--- config.mk ---
export PLATFORM = sky130hd
export DESIGN_NAME = command_frame_parser
export DESIGN_NICKNAME = d
export VERILOG_FILES = /design/src/design/cfp_pkg.sv /design/src/design/cfp_regs.sv /design/src/design/cfp_core.sv /design/src/design/command_frame_parser.sv
export SDC_FILE = /design/constraint.sdc
export NUM_CORES = 1
export LEC_CHECK = 0
export BUFFER_PORTS_ARGS = -buffer_cell sky130_fd_sc_hd__buf_4
export CAP_MARGIN = 40
export CORE_ASPECT_RATIO = 0.6
export CORE_MARGIN = 2
export CORE_UTILIZATION = 54
export CTS_BUF_LIST = sky130_fd_sc_hd__clkbuf_16
export CTS_CLUSTER_DIAMETER = 80
export CTS_CLUSTER_SIZE = 25
export DETAILED_ROUTE_END_ITERATION = 8
export GPL_TIMING_DRIVEN = 0
export MAX_ROUTING_LAYER = met4
export PLACE_DENSITY = 0.73
export SYNTH_ARGS = -nofsm -noshare
export SYNTH_HDL_FRONTEND = slang
export SYNTH_SLANG_ARGS = --single-unit
--- constraint.sdc ---
create_clock -name clk -period 6.7 [get_ports clk]
set_clock_uncertainty 0.05 [all_clocks]
set_input_delay 0.335 -clock clk [delete_from_list [all_inputs] [get_ports clk]]
set_output_delay 0.335 -clock clk [all_outputs]
set_load 0.01 [all_outputs]
--- src/design/cfp_pkg.sv ---
`timescale 1ns / 1ps
`default_nettype none

package cfp_pkg;

    localparam int FRAME_LEN = 6;
    localparam int FILL_W    = 3;
    localparam int CNT_W     = 32;
    localparam int CFG_IDX_W = 3;

    localparam logic [7:0] CLASS_RECORD   = 8'h02;
    localparam logic [7:0] CLASS_TRANSFER = 8'h14;

    // configuration register indexes
    localparam logic [CFG_IDX_W-1:0] CFG_HEADER_FIRST        = 3'd0;
    localparam logic [CFG_IDX_W-1:0] CFG_HEADER_SECOND       = 3'd1;
    localparam logic [CFG_IDX_W-1:0] CFG_CODE_RECORD_START   = 3'd2;
    localparam logic [CFG_IDX_W-1:0] CFG_CODE_RECORD_STOP    = 3'd3;
    localparam logic [CFG_IDX_W-1:0] CFG_CODE_TRANSFER_START = 3'd4;

    localparam logic [7:0] RST_HEADER_FIRST        = 8'd0;
    localparam logic [7:0] RST_HEADER_SECOND       = 8'd0;
    localparam logic [7:0] RST_CODE_RECORD_START   = 8'd1;
    localparam logic [7:0] RST_CODE_RECORD_STOP    = 8'd2;
    localparam logic [7:0] RST_CODE_TRANSFER_START = 8'd3;

    // frame events
    localparam logic [1:0] EVT_NONE    = 2'd0;
    localparam logic [1:0] EVT_FRAME   = 2'd1;
    localparam logic [1:0] EVT_SUM_ERR = 2'd2;

    // response codes
    localparam logic [3:0] RESP_NONE        = 4'd0;
    localparam logic [3:0] RESP_BUSY        = 4'd1;
    localparam logic [3:0] RESP_ALREADY     = 4'd2;
    localparam logic [3:0] RESP_STARTED     = 4'd3;
    localparam logic [3:0] RESP_STOPPED     = 4'd4;
    localparam logic [3:0] RESP_NOT_RECORD  = 4'd5;
    localparam logic [3:0] RESP_TX_OK       = 4'd6;
    localparam logic [3:0] RESP_TX_ERR      = 4'd7;
    localparam logic [3:0] RESP_BAD_CMD     = 4'd8;

    // record requests
    localparam logic [1:0] REQ_NONE  = 2'd0;
    localparam logic [1:0] REQ_START = 2'd1;
    localparam logic [1:0] REQ_STOP  = 2'd2;

    // last command codes
    localparam logic [2:0] CMD_NONE      = 3'd0;
    localparam logic [2:0] CMD_REC_START = 3'd1;
    localparam logic [2:0] CMD_REC_STOP  = 3'd2;
    localparam logic [2:0] CMD_TRANSFER  = 3'd3;
    localparam logic [2:0] CMD_UNKNOWN   = 3'd4;

    typedef struct packed {
        logic [7:0] rx_byte;
        logic       transfer_busy;
        logic       recording_active;
        logic       transfer_start_ok;
    } item_t;

    typedef struct packed {
        logic [1:0]       frame_event;
        logic [3:0]       response_code;
        logic [1:0]       record_request;
        logic             start_transfer;
        logic [2:0]       last_command_out;
        logic [CNT_W-1:0] bytes_seen;
        logic [CNT_W-1:0] good_frames;
        logic [CNT_W-1:0] unknown_count;
        logic [CNT_W-1:0] sum_errors;
    } result_t;

    typedef struct packed {
        logic [7:0] header_first;
        logic [7:0] header_second;
        logic [7:0] code_record_start;
        logic [7:0] code_record_stop;
        logic [7:0] code_transfer_start;
    } cfg_t;

endpackage

`default_nettype wire

--- src/design/cfp_regs.sv ---
`timescale 1ns / 1ps
`default_nettype none

module cfp_regs (
    input  wire logic                          clk,
    input  wire logic                          rst_n,
    input  wire logic                          wr_en,
    input  wire logic [cfp_pkg::CFG_IDX_W-1:0] wr_index,
    input  wire logic [7:0]                    wr_data,
    output cfp_pkg::cfg_t                      cfg
);

    cfp_pkg::cfg_t cfg_reg;

    always_ff @(posedge clk or negedge rst_n)
    begin
        if (!rst_n)
        begin
            cfg_reg.header_first        <= cfp_pkg::RST_HEADER_FIRST;
            cfg_reg.header_second       <= cfp_pkg::RST_HEADER_SECOND;
            cfg_reg.code_record_start   <= cfp_pkg::RST_CODE_RECORD_START;
            cfg_reg.code_record_stop    <= cfp_pkg::RST_CODE_RECORD_STOP;
            cfg_reg.code_transfer_start <= cfp_pkg::RST_CODE_TRANSFER_START;
        end
        else if (wr_en)
        begin
            unique case (wr_index)
                cfp_pkg::CFG_HEADER_FIRST:        cfg_reg.header_first        <= wr_data;
                cfp_pkg::CFG_HEADER_SECOND:       cfg_reg.header_second       <= wr_data;
                cfp_pkg::CFG_CODE_RECORD_START:   cfg_reg.code_record_start   <= wr_data;
                cfp_pkg::CFG_CODE_RECORD_STOP:    cfg_reg.code_record_stop    <= wr_data;
                cfp_pkg::CFG_CODE_TRANSFER_START: cfg_reg.code_transfer_start <= wr_data;
                default: ;  // indexes past the list are dropped
            endcase
        end
    end

    assign cfg = cfg_reg;

endmodule

`default_nettype wire

--- src/design/cfp_core.sv ---
`timescale 1ns / 1ps
`default_nettype none

module cfp_core (
    input  wire logic           clk,
    input  wire logic           rst_n,
    input  wire logic           proc,
    input  wire cfp_pkg::item_t item,
    input  wire cfp_pkg::cfg_t  cfg,
    output cfp_pkg::result_t    result
);

    localparam int LAST = cfp_pkg::FRAME_LEN - 1;

    logic [7:0]                   win_reg  [cfp_pkg::FRAME_LEN];
    logic [7:0]                   win_next [cfp_pkg::FRAME_LEN];
    logic [7:0]                   w        [cfp_pkg::FRAME_LEN];
    logic [cfp_pkg::FILL_W-1:0]   fill_reg, fill_next;
    logic [2:0]                   last_cmd_reg, last_cmd_next;
    logic [cfp_pkg::CNT_W-1:0]    byte_cnt_reg, byte_cnt_next;
    logic [cfp_pkg::CNT_W-1:0]    valid_cnt_reg, valid_cnt_next;
    logic [cfp_pkg::CNT_W-1:0]    unknown_cnt_reg, unknown_cnt_next;
    logic [cfp_pkg::CNT_W-1:0]    sum_cnt_reg, sum_cnt_next;
    logic [7:0]                   sum;
    logic                         full, hdr_ok, sum_ok;
    logic [1:0]                   event_c, req_c;
    logic [3:0]                   resp_c;
    logic                         pulse_c;

    // window with the new byte placed at the fill position
    always_comb
    begin
        for (int i = 0; i < LAST; i++)
        begin
            w[i] = (fill_reg == cfp_pkg::FILL_W'(i)) ? item.rx_byte : win_reg[i];
        end
        w[LAST] = (fill_reg >= cfp_pkg::FILL_W'(LAST)) ? item.rx_byte : win_reg[LAST];
    end

    assign full   = (fill_reg >= cfp_pkg::FILL_W'(LAST));
    assign sum    = w[0] + w[1] + w[2] + w[3] + w[4];
    assign hdr_ok = (w[0] == cfg.header_first) && (w[1] == cfg.header_second);
    assign sum_ok = (sum == w[5]);

    always_comb
    begin
        event_c          = cfp_pkg::EVT_NONE;
        resp_c           = cfp_pkg::RESP_NONE;
        req_c            = cfp_pkg::REQ_NONE;
        pulse_c          = 1'b0;
        last_cmd_next    = last_cmd_reg;
        byte_cnt_next    = byte_cnt_reg + 1'b1;
        valid_cnt_next   = valid_cnt_reg;
        unknown_cnt_next = unknown_cnt_reg;
        sum_cnt_next     = sum_cnt_reg;
        fill_next        = fill_reg + 1'b1;
        win_next         = w;

        if (full)
        begin
            if (hdr_ok && sum_ok)
            begin
                event_c        = cfp_pkg::EVT_FRAME;
                valid_cnt_next = valid_cnt_reg + 1'b1;
                fill_next      = '0;
                // first match wins: start, stop, transfer
                if (w[2] == cfp_pkg::CLASS_RECORD && w[4] == cfg.code_record_start)
                begin
                    last_cmd_next = cfp_pkg::CMD_REC_START;
                    if (item.transfer_busy)
                    begin
                        resp_c = cfp_pkg::RESP_BUSY;
                    end
                    else if (item.recording_active)
                    begin
                        resp_c = cfp_pkg::RESP_ALREADY;
                    end
                    else
                    begin
                        req_c  = cfp_pkg::REQ_START;
                        resp_c = cfp_pkg::RESP_STARTED;
                    end
                end
                else if (w[2] == cfp_pkg::CLASS_RECORD && w[4] == cfg.code_record_stop)
                begin
                    last_cmd_next = cfp_pkg::CMD_REC_STOP;
                    if (item.recording_active)
                    begin
                        req_c  = cfp_pkg::REQ_STOP;
                        resp_c = cfp_pkg::RESP_STOPPED;
                    end
                    else
                    begin
                        resp_c = cfp_pkg::RESP_NOT_RECORD;
                    end
                end
                else if (w[2] == cfp_pkg::CLASS_TRANSFER && w[4] == cfg.code_transfer_start)
                begin
                    last_cmd_next = cfp_pkg::CMD_TRANSFER;
                    pulse_c       = 1'b1;
                    resp_c        = item.transfer_start_ok ? cfp_pkg::RESP_TX_OK
                                                           : cfp_pkg::RESP_TX_ERR;
                end
                else
                begin
                    last_cmd_next    = cfp_pkg::CMD_UNKNOWN;
                    unknown_cnt_next = unknown_cnt_reg + 1'b1;
                    resp_c           = cfp_pkg::RESP_BAD_CMD;
                end
            end
            else
            begin
                if (hdr_ok)
                begin
                    event_c      = cfp_pkg::EVT_SUM_ERR;
                    sum_cnt_next = sum_cnt_reg + 1'b1;
                end
                // drop the oldest byte to resync
                for (int i = 0; i < LAST; i++)
                begin
                    win_next[i] = w[i+1];
                end
                fill_next = cfp_pkg::FILL_W'(LAST);
            end
        end
    end

    always_ff @(posedge clk or negedge rst_n)
    begin
        if (!rst_n)
        begin
            fill_reg        <= '0;
            last_cmd_reg    <= cfp_pkg::CMD_NONE;
            byte_cnt_reg    <= '0;
            valid_cnt_reg   <= '0;
            unknown_cnt_reg <= '0;
            sum_cnt_reg     <= '0;
        end
        else if (proc)
        begin
            fill_reg        <= fill_next;
            last_cmd_reg    <= last_cmd_next;
            byte_cnt_reg    <= byte_cnt_next;
            valid_cnt_reg   <= valid_cnt_next;
            unknown_cnt_reg <= unknown_cnt_next;
            sum_cnt_reg     <= sum_cnt_next;
        end
    end

    // window bytes are payload, no reset
    always_ff @(posedge clk)
    begin
        if (proc)
        begin
            win_reg <= win_next;
        end
    end

    assign result.frame_event      = event_c;
    assign result.response_code    = resp_c;
    assign result.record_request   = req_c;
    assign result.start_transfer   = pulse_c;
    assign result.last_command_out = last_cmd_next;
    assign result.bytes_seen       = byte_cnt_next;
    assign result.good_frames      = valid_cnt_next;
    assign result.unknown_count    = unknown_cnt_next;
    assign result.sum_errors       = sum_cnt_next;

endmodule

`default_nettype wire

--- src/design/command_frame_parser.sv ---
// Path: an accepted item is held in the input register, its result in the result register.
// Throughput: 1 item per cycle unless out_stall holds the result register; the frame
// check and dispatch are combinational, between the input register and the result register.
// Reset: rst_n asynchronous, active low; clears counters, fill, last command
// and valid bits, loads config registers with their defaults. Window bytes are not reset.
`timescale 1ns / 1ps
`default_nettype none

module command_frame_parser (
    input  wire logic                          clk,
    input  wire logic                          rst_n,
    input  wire logic                          in_valid,
    output      logic                          in_stall,
    input  wire cfp_pkg::item_t                in_data,
    output      logic                          out_valid,
    input  wire logic                          out_stall,
    output cfp_pkg::result_t                   out_data,
    input  wire logic                          cfg_valid,
    output      logic                          cfg_ready,
    input  wire logic [cfp_pkg::CFG_IDX_W-1:0] cfg_index,
    input  wire logic [7:0]                    cfg_data
);

    logic              s1_valid_reg;
    cfp_pkg::item_t    s1_data_reg;
    logic              out_valid_reg;
    cfp_pkg::result_t  out_data_reg;
    logic              advance;
    cfp_pkg::cfg_t     cfg;
    cfp_pkg::result_t  result;

    assign cfg_ready = 1'b1;

    // result register free or draining this cycle
    assign advance  = !out_valid_reg || !out_stall;
    assign in_stall = s1_valid_reg && !advance;

    cfp_regs u_regs (
        .clk      (clk),
        .rst_n    (rst_n),
        .wr_en    (cfg_valid && cfg_ready),
        .wr_index (cfg_index),
        .wr_data  (cfg_data),
        .cfg      (cfg)
    );

    cfp_core u_core (
        .clk    (clk),
        .rst_n  (rst_n),
        .proc   (s1_valid_reg && advance),
        .item   (s1_data_reg),
        .cfg    (cfg),
        .result (result)
    );

    always_ff @(posedge clk or negedge rst_n)
    begin
        if (!rst_n)
        begin
            s1_valid_reg  <= 1'b0;
            out_valid_reg <= 1'b0;
        end
        else
        begin
            if (!in_stall)
            begin
                s1_valid_reg <= in_valid;
            end
            if (advance)
            begin
                out_valid_reg <= s1_valid_reg;
            end
        end
    end

    always_ff @(posedge clk)
    begin
        if (in_valid && !in_stall)
        begin
            s1_data_reg <= in_data;
        end
        if (s1_valid_reg && advance)
        begin
            out_data_reg <= result;
        end
    end

    assign out_valid = out_valid_reg;
    assign out_data  = out_data_reg;

endmodule

`default_nettype wire

== After elaboration in Yosys (flattened, before gate mapping) ==
Index checks and enable logic that the tools add are counted.

* Add/sub/neg operators: 9
* Magnitude comparators: 1
* Eq/ne operators: 16
* Mux-type cells: 40
* Bitwise operators: 2
* Reduce and logical (&&, ||, !) cells: 23

{| class="wikitable"
|+ Operators by type and width
! kind !! count
|-
| $mux 32 || 10
|-
| $add 32x1->32 const B || 4
|-
| $mux 40 || 2
|-
| $eq 8x8->1 || 6
|-
| $mux 8 || 6
|-
| $add 8x8->8 || 4
|-
| $mux 3 || 7
|-
| $mux 4 || 4
|-
| $eq 3x2->1 const B || 4
|-
| $reduce_and 2->1 || 6
|-
| $mux 2 || 5
|-
| $eq 8x2->1 const B || 1
|-
| $eq 8x5->1 const B || 1
|-
| $logic_and 1x1->1 || 8
|-
| $eq 3x1->1 const B || 2
|-
| $eq 3x3->1 const B || 2
|-
| $logic_not 3->1 || 2
|-
| $mux 1 || 6
|-
| $logic_not 1->1 || 4
|-
| $reduce_or 4->1 || 1
|-
| $add 3x1->3 const B || 1
|-
| $ge 3x3->1 const B || 1
|-
| $not 1->1 || 2
|-
| $reduce_or 2->1 || 1
|-
| $logic_or 1x1->1 || 1
|}

* Register bits: 375
* Bits of input ports: 27
* Output and inout bits: 143
* Logic and storage cells: 124

== Longest topological paths before layout ==
* Depth in word-level cells: 10
* Depth in mapped cells: 26
* Gate-level depth less buffers: 22

== By module ==
Synthesis repeated with hierarchy kept, for this count alone.

* Cell total of the unflattened synthesis: 1,567
* Area, all modules: 18,644.1 µm²

{| class="wikitable"
|+ Modules (own cells, without submodules)
! module !! instances !! cells each !! area each (µm²) !! seq. area each (µm²)
|-
| cfp_core || 1 || 1,318 || 12,472.0 || 4,794.6
|-
| command_frame_parser || 1 || 161 || 4,638.2 || 4,584.4
|-
| cfp_regs || 1 || 88 || 1,534.0 || 1,006.0
|}

== Worst setup path before layout ==
OpenSTA, ideal clock, no wires.

* Path type: register -> register
* Start point: register out_valid_reg (netlist: out_valid)
* End point: register u_core.byte_cnt_reg[25] (netlist bit)
* Setup time: 0.103 ns
* Arrival time: 6.900 ns
* Slack: -0.353 ns
* Stages on the path, launching flop included: 8
* Buffers on the path: 2
* Clock period less this slack: 7.053 ns
* Cell sequence: dfrtp_1 nand2_1 nand2_1 inv_1 clkbuf_1 buf_1 nand2_1 xnor2_1

* Cells in the longest elaborated chain, start to end: 3

{| class="wikitable"
|+ RTL lines
! item !! line !! text
|-
| from (decl) || command_frame_parser.sv:26 || <nowiki>logic out_valid_reg;</nowiki>
|-
| from (signal assigned) || command_frame_parser.sv:71 || <nowiki>out_valid_reg <= s1_valid_reg;</nowiki>
|-
| $logic_not 1->1 || command_frame_parser.sv:35 || <nowiki>assign advance = !out_valid_reg || !out_stall;</nowiki>
|-
| $logic_or 1x1->1 || command_frame_parser.sv:35 ||
|-
| $logic_and 1x1->1 || command_frame_parser.sv:50 || <nowiki>.proc (s1_valid_reg && advance),</nowiki>
|-
| named net u_core.proc || cfp_core.sv:7 || <nowiki>input wire logic proc,</nowiki>
|-
| to (signal assigned) || cfp_core.sv:143 || <nowiki>byte_cnt_reg <= byte_cnt_next;</nowiki>
|-
| to (decl) || cfp_core.sv:20 || <nowiki>logic [cfp_pkg::CNT_W-1:0] byte_cnt_reg, byte_cnt_next;</nowiki>
|}

The timed path passes the listed nets, and every way through them passes these cells.
A chain may end at the register's enable or synchronous reset.

== Worst setup path in the final report ==
* Start point: register u_core.fill_reg[1] (netlist bit)
* End point: register u_core.sum_cnt_reg[23] (netlist bit)

* Cells in the longest elaborated chain, start to end: 10

{| class="wikitable"
|+ RTL lines
! item !! line !! text
|-
| from (decl) || cfp_core.sv:18 || <nowiki>logic [cfp_pkg::FILL_W-1:0] fill_reg, fill_next;</nowiki>
|-
| from (signal assigned) || cfp_core.sv:141 || <nowiki>fill_reg <= fill_next;</nowiki>
|-
| $eq 3x1->1 / $logic_not 3->1 (equally long branches) || cfp_core.sv:35 || <nowiki>w[i] = (fill_reg == cfp_pkg::FILL_W'(i)) ? item.rx_byte : win_reg[i];</nowiki>
|-
| $mux 8 || cfp_core.sv:35 ||
|-
| $add 8x8->8 (4 in a row) || cfp_core.sv:41 || <nowiki>assign sum = w[0] + w[1] + w[2] + w[3] + w[4];</nowiki>
|-
| $eq 8x8->1 || cfp_core.sv:43 || <nowiki>assign sum_ok = (sum == w[5]);</nowiki>
|-
| $logic_and 1x1->1 || cfp_core.sv:61 || <nowiki>if (hdr_ok && sum_ok)</nowiki>
|-
| $mux 32 || cfp_core.sv:61 ||
|-
| $mux 32 * || cfp_core.sv:59 || <nowiki>if (full)</nowiki>
|-
| to (signal assigned) || cfp_core.sv:146 || <nowiki>sum_cnt_reg <= sum_cnt_next;</nowiki>
|-
| to (decl) || cfp_core.sv:23 || <nowiki>logic [cfp_pkg::CNT_W-1:0] sum_cnt_reg, sum_cnt_next;</nowiki>
|}

Mark *: on every way between the ends. The rest lies on a longest branch, timed or not.

==> impl_metrics.env <==
export IMPL_worst_path_buf_inv=7
export IMPL_core_rows=52
export IMPL_synth_area_per_cell_um2=11.40
export IMPL_tritoncts_clock_tree="done"
export IMPL_worstPathRequired_ns=7.13
export IMPL_grt_pass1_vias=12710
export IMPL_total_number_of_nets_in_the_final_design=1931
export IMPL_grt_util_all_layers_pct=27.68
export IMPL_synth_enable_flop_cells=199
export IMPL_final_setup_viol_count=0
export IMPL_synth_warning_count=0
export IMPL_fraction_of_layout_instances_using_a_drive_strength_above_1_pct=17.34
export IMPL_tritoncts_num_sinks=375
export IMPL_initialDrtViolationCount=1457
export IMPL_dpl_ws_ns=-0.6180
export IMPL_synth_flop_cell="sky130_fd_sc_hd__edfxtp_1"
export IMPL_synth_seq_area_share_pct=55.05
export IMPL_grt_start_max_net_pins=118
export IMPL_port_buffers=167
export IMPL_asyncSetResetFlopFracSynth_pct=46.93
export IMPL_routed_wirelength_mm=48.81
export IMPL_post_synthesis_instance_total=1655
export IMPL_setup_worst_path_start_class="flop"
export IMPL_critical_path_top_delay_cell="sky130_fd_sc_hd__fa_1"
export IMPL_yosysTopAreaCell="sky130_fd_sc_hd__edfxtp_1"
export IMPL_detailed_route_drc_error_count=0
export IMPL_antenna_diode_count=0
export IMPL_top_usage_layer="met1"
export IMPL_final_core_utilization_pct=63.77
export IMPL_worstHoldStart="cfg_data[3]"
export IMPL_htreeDepth=1
export IMPL_hold_viol=0
export IMPL_die_area_um2=36490
export IMPL_area_growth_pct=15.03
export IMPL_vdd_ir_drop_max_mv=0.6608
export IMPL_clkSlewWorstSetupHoldPaths_ns=0.11
export IMPL_maxSlewViolCount=0
export IMPL_power_density_over_the_cells_nw_per_um2=398.2
export IMPL_period_minus_slack_ns=6.327
export IMPL_initial_antenna_violation_count=0
export IMPL_grt_use_met1_pct=43.15
export IMPL_vias=13410
export IMPL_place_gp_congestion=0.9714
export IMPL_finish_cell_count_without_fillers=2339
export IMPL_detail_route_wl_per_cell_um=20.87
export IMPL_outcome="finished, final reports clean"
export IMPL_setup_worst_path_start="u_core.fill_reg[1]$_DFFE_PN0P_"
export IMPL_detail_route_vias_per_cell=5.731
export IMPL_chipWidth_um=245.3
export IMPL_clockRootBuffer="sky130_fd_sc_hd__clkbuf_16"
export IMPL_critPathCaptureType="flop"
export IMPL_clk_path_buf_depth=3
export IMPL_synth_most_common_cell="sky130_fd_sc_hd__edfxtp_1"
export IMPL_worstMarginPinSlew_ns=0.9499
export IMPL_core_um2=34030
export IMPL_postSynthNetCount=1719
export IMPL_clkLatencyLatePin_ns=0.57
export IMPL_cpLargestDelayFamily="adder cells"
export IMPL_min_period_over_period_pct=94.44
export IMPL_hold_slack_final_ns=0.02542
export IMPL_finalPower_mw=8.641
export IMPL_synth_top_cells_by_area="sky130_fd_sc_hd__edfxtp_1, sky130_fd_sc_hd__dfrtp_1, sky130_fd_sc_hd__xor2_1"
export IMPL_slew_headroom_pct=36.67
export IMPL_maximum_single_stage_delay_on_the_critical_path_ns=0.54
export IMPL_max_reg_flops=140
export IMPL_proportion_of_netlist_area_held_by_the_largest_area_contributor_pct=31.68
export IMPL_cap_viol_max_count=0
export IMPL_numCtsBuffers=19
export IMPL_route_antenna_remaining_nets=0
export IMPL_globalRouteMet3Util_pct=7.501
export IMPL_synth_top_cells_by_count="sky130_fd_sc_hd__edfxtp_1, sky130_fd_sc_hd__xor2_1, sky130_fd_sc_hd__dfrtp_1"
export IMPL_initial_core_util_pct=55.43
export IMPL_floorplan_die_height_um=148.8
export IMPL_synth_seq_cells=375
export IMPL_placedCellCount=2289
export IMPL_drt_pre_antenna_iters=8
export IMPL_synth_distinct_cells=76
export IMPL_grt_overflow_total=0
export IMPL_path_max_fanout=10
export IMPL_grt_first_pass_wirelength_mm=74.35
export IMPL_hold_path_class="in2reg"
export IMPL_use_met2_pct=36.09
export IMPL_post_route_setup_slack_ns=0.3726
export IMPL_p_leak_nw=9.641
export IMPL_worst_r2r_startpoint="u_core.fill_reg[1]$_DFFE_PN0P_"
export IMPL_sum_of_net_half_perimeters_after_detailed_placement_mm=36.00
export IMPL_path_class="reg2reg"
export IMPL_f_max_mhz=158.0
export IMPL_synth_area_um2=18860
export IMPL_io_pin_count=170
export IMPL_grt_setup_unrepaired="no"
export IMPL_crit_chain="inv_1 -> ha_4 -> nand2_1 -> buf_4 -> mux2i_4 -> fa_1 -> inv_1 -> fa_1 -> fa_1 -> ha_1 -> inv_1 -> fa_1 -> nand2b_1 -> a211oi_1 -> o21a_1 -> a211oi_1 -> or4_4 -> a31o_2 -> buf_6 -> inv_1 -> buf_4 -> nand3_2 -> nor2_1 -> xor2_1"
export IMPL_timing_critical_path_arrival_ns=6.76
## stage by stage
| step | instance area, um2 | TNS (ns) |
|---|---|---|
| after global placement | 20700 | -492.75 |
| after CTS | 21590 | 0 |
| after detailed placement | 20820 | -57.35 |
| after floorplan | 18870 | 0 |
| final | 21700 | 0 |
| after global routing | 21700 | 0 |
## power breakdown
group | total, mW | switching, mW | leakage (nW) | internal (mW)
clock | 1.29 | 0.753 | 0.316 | 0.535
combinational | 4.36 | 2.42 | 5.02 | 1.94
sequential | 3.00 | 0.213 | 4.31 | 2.78
## kinds of logic (layout without fill, tap and decap cells)
kind of cell | after synthesis | count (layout) | share of synthesized area [%]
other cells | 1 | 1 | 0.01988
buf+inv | 154 | 379 | 3.449
simple gates | 574 | 574 | 14.91
xor+xnor | 308 | 308 | 14.41
compound gates | 125 | 125 | 4.272
fa+ha+maj | 37 | 37 | 3.250
flops | 375 | 375 | 55.05
mux | 81 | 81 | 4.630
## repair_timing
action	4_1_cts	5_1_grt
hold buffers	17	0
setup endpoints to repair	225	211
gates resized for setup	14	30
hold endpoints to repair	103	0
pin swaps	0	1
buffers inserted	0	2
## metal layers
metal / part of all wire (%) / vias to the layer above
li1: - / 6118
met1: 47 / 6670
met2: 41 / 567
met3: 10 / 50
met4: 1.6 / 0
met5: 0 / -
## area by class of cell
cell class | instances | area (um2)
buffer | 73 | 385.4
clock buffer | 19 | 475.5
clock inverter | 15 | 81.33
fill | 2711 | 12330
inverter | 78 | 295.3
multi-input combinational | 1126 | 7946
sequential | 375 | 10390
tap | 459 | 574.3
timing repair buffer | 194 | 1553
## path summary, 6_finish.rpt
check | depth (start not counted) | slack, ns | endpoint
min in group asynchronous | 2 | 0.35 | u_core.unknown_cnt_reg[13]$_DFFE_PN0P_
max in group asynchronous | 3 | 5.29 | u_regs.cfg[16]$_DFFE_PN1P_
max reg2reg | 24 | 0.37 | u_core.sum_cnt_reg[23]$_DFFE_PN0P_
max | 24 | 0.37 | u_core.sum_cnt_reg[23]$_DFFE_PN0P_
min reg2reg | 1 | 0.43 | u_core.byte_cnt_reg[25]$_DFFE_PN0P_
min | 2 | 0.03 | u_regs.cfg[3]$_DFFE_PN0P_
## cells in the final DEF (no fill, tap or decap), drive strengths merged, types with 20 or more instances in the layout
| cell | n |
|---|---|
| a21oi | 40 |
| nand2 | 131 |
| mux2 | 44 |
| and3 | 26 |
| inv | 93 |
| dfrtp | 172 |
| xor2 | 178 |
| mux2i | 37 |
| nand4 | 28 |
| fa | 20 |
| nor3 | 72 |
| nand3 | 83 |
| nor2 | 156 |
| edfxtp | 199 |
| clkbuf | 55 |
| buf | 214 |
| o21ai | 25 |
| xnor2 | 129 |
No activity file was read; power rests on OpenSTA's default activity.
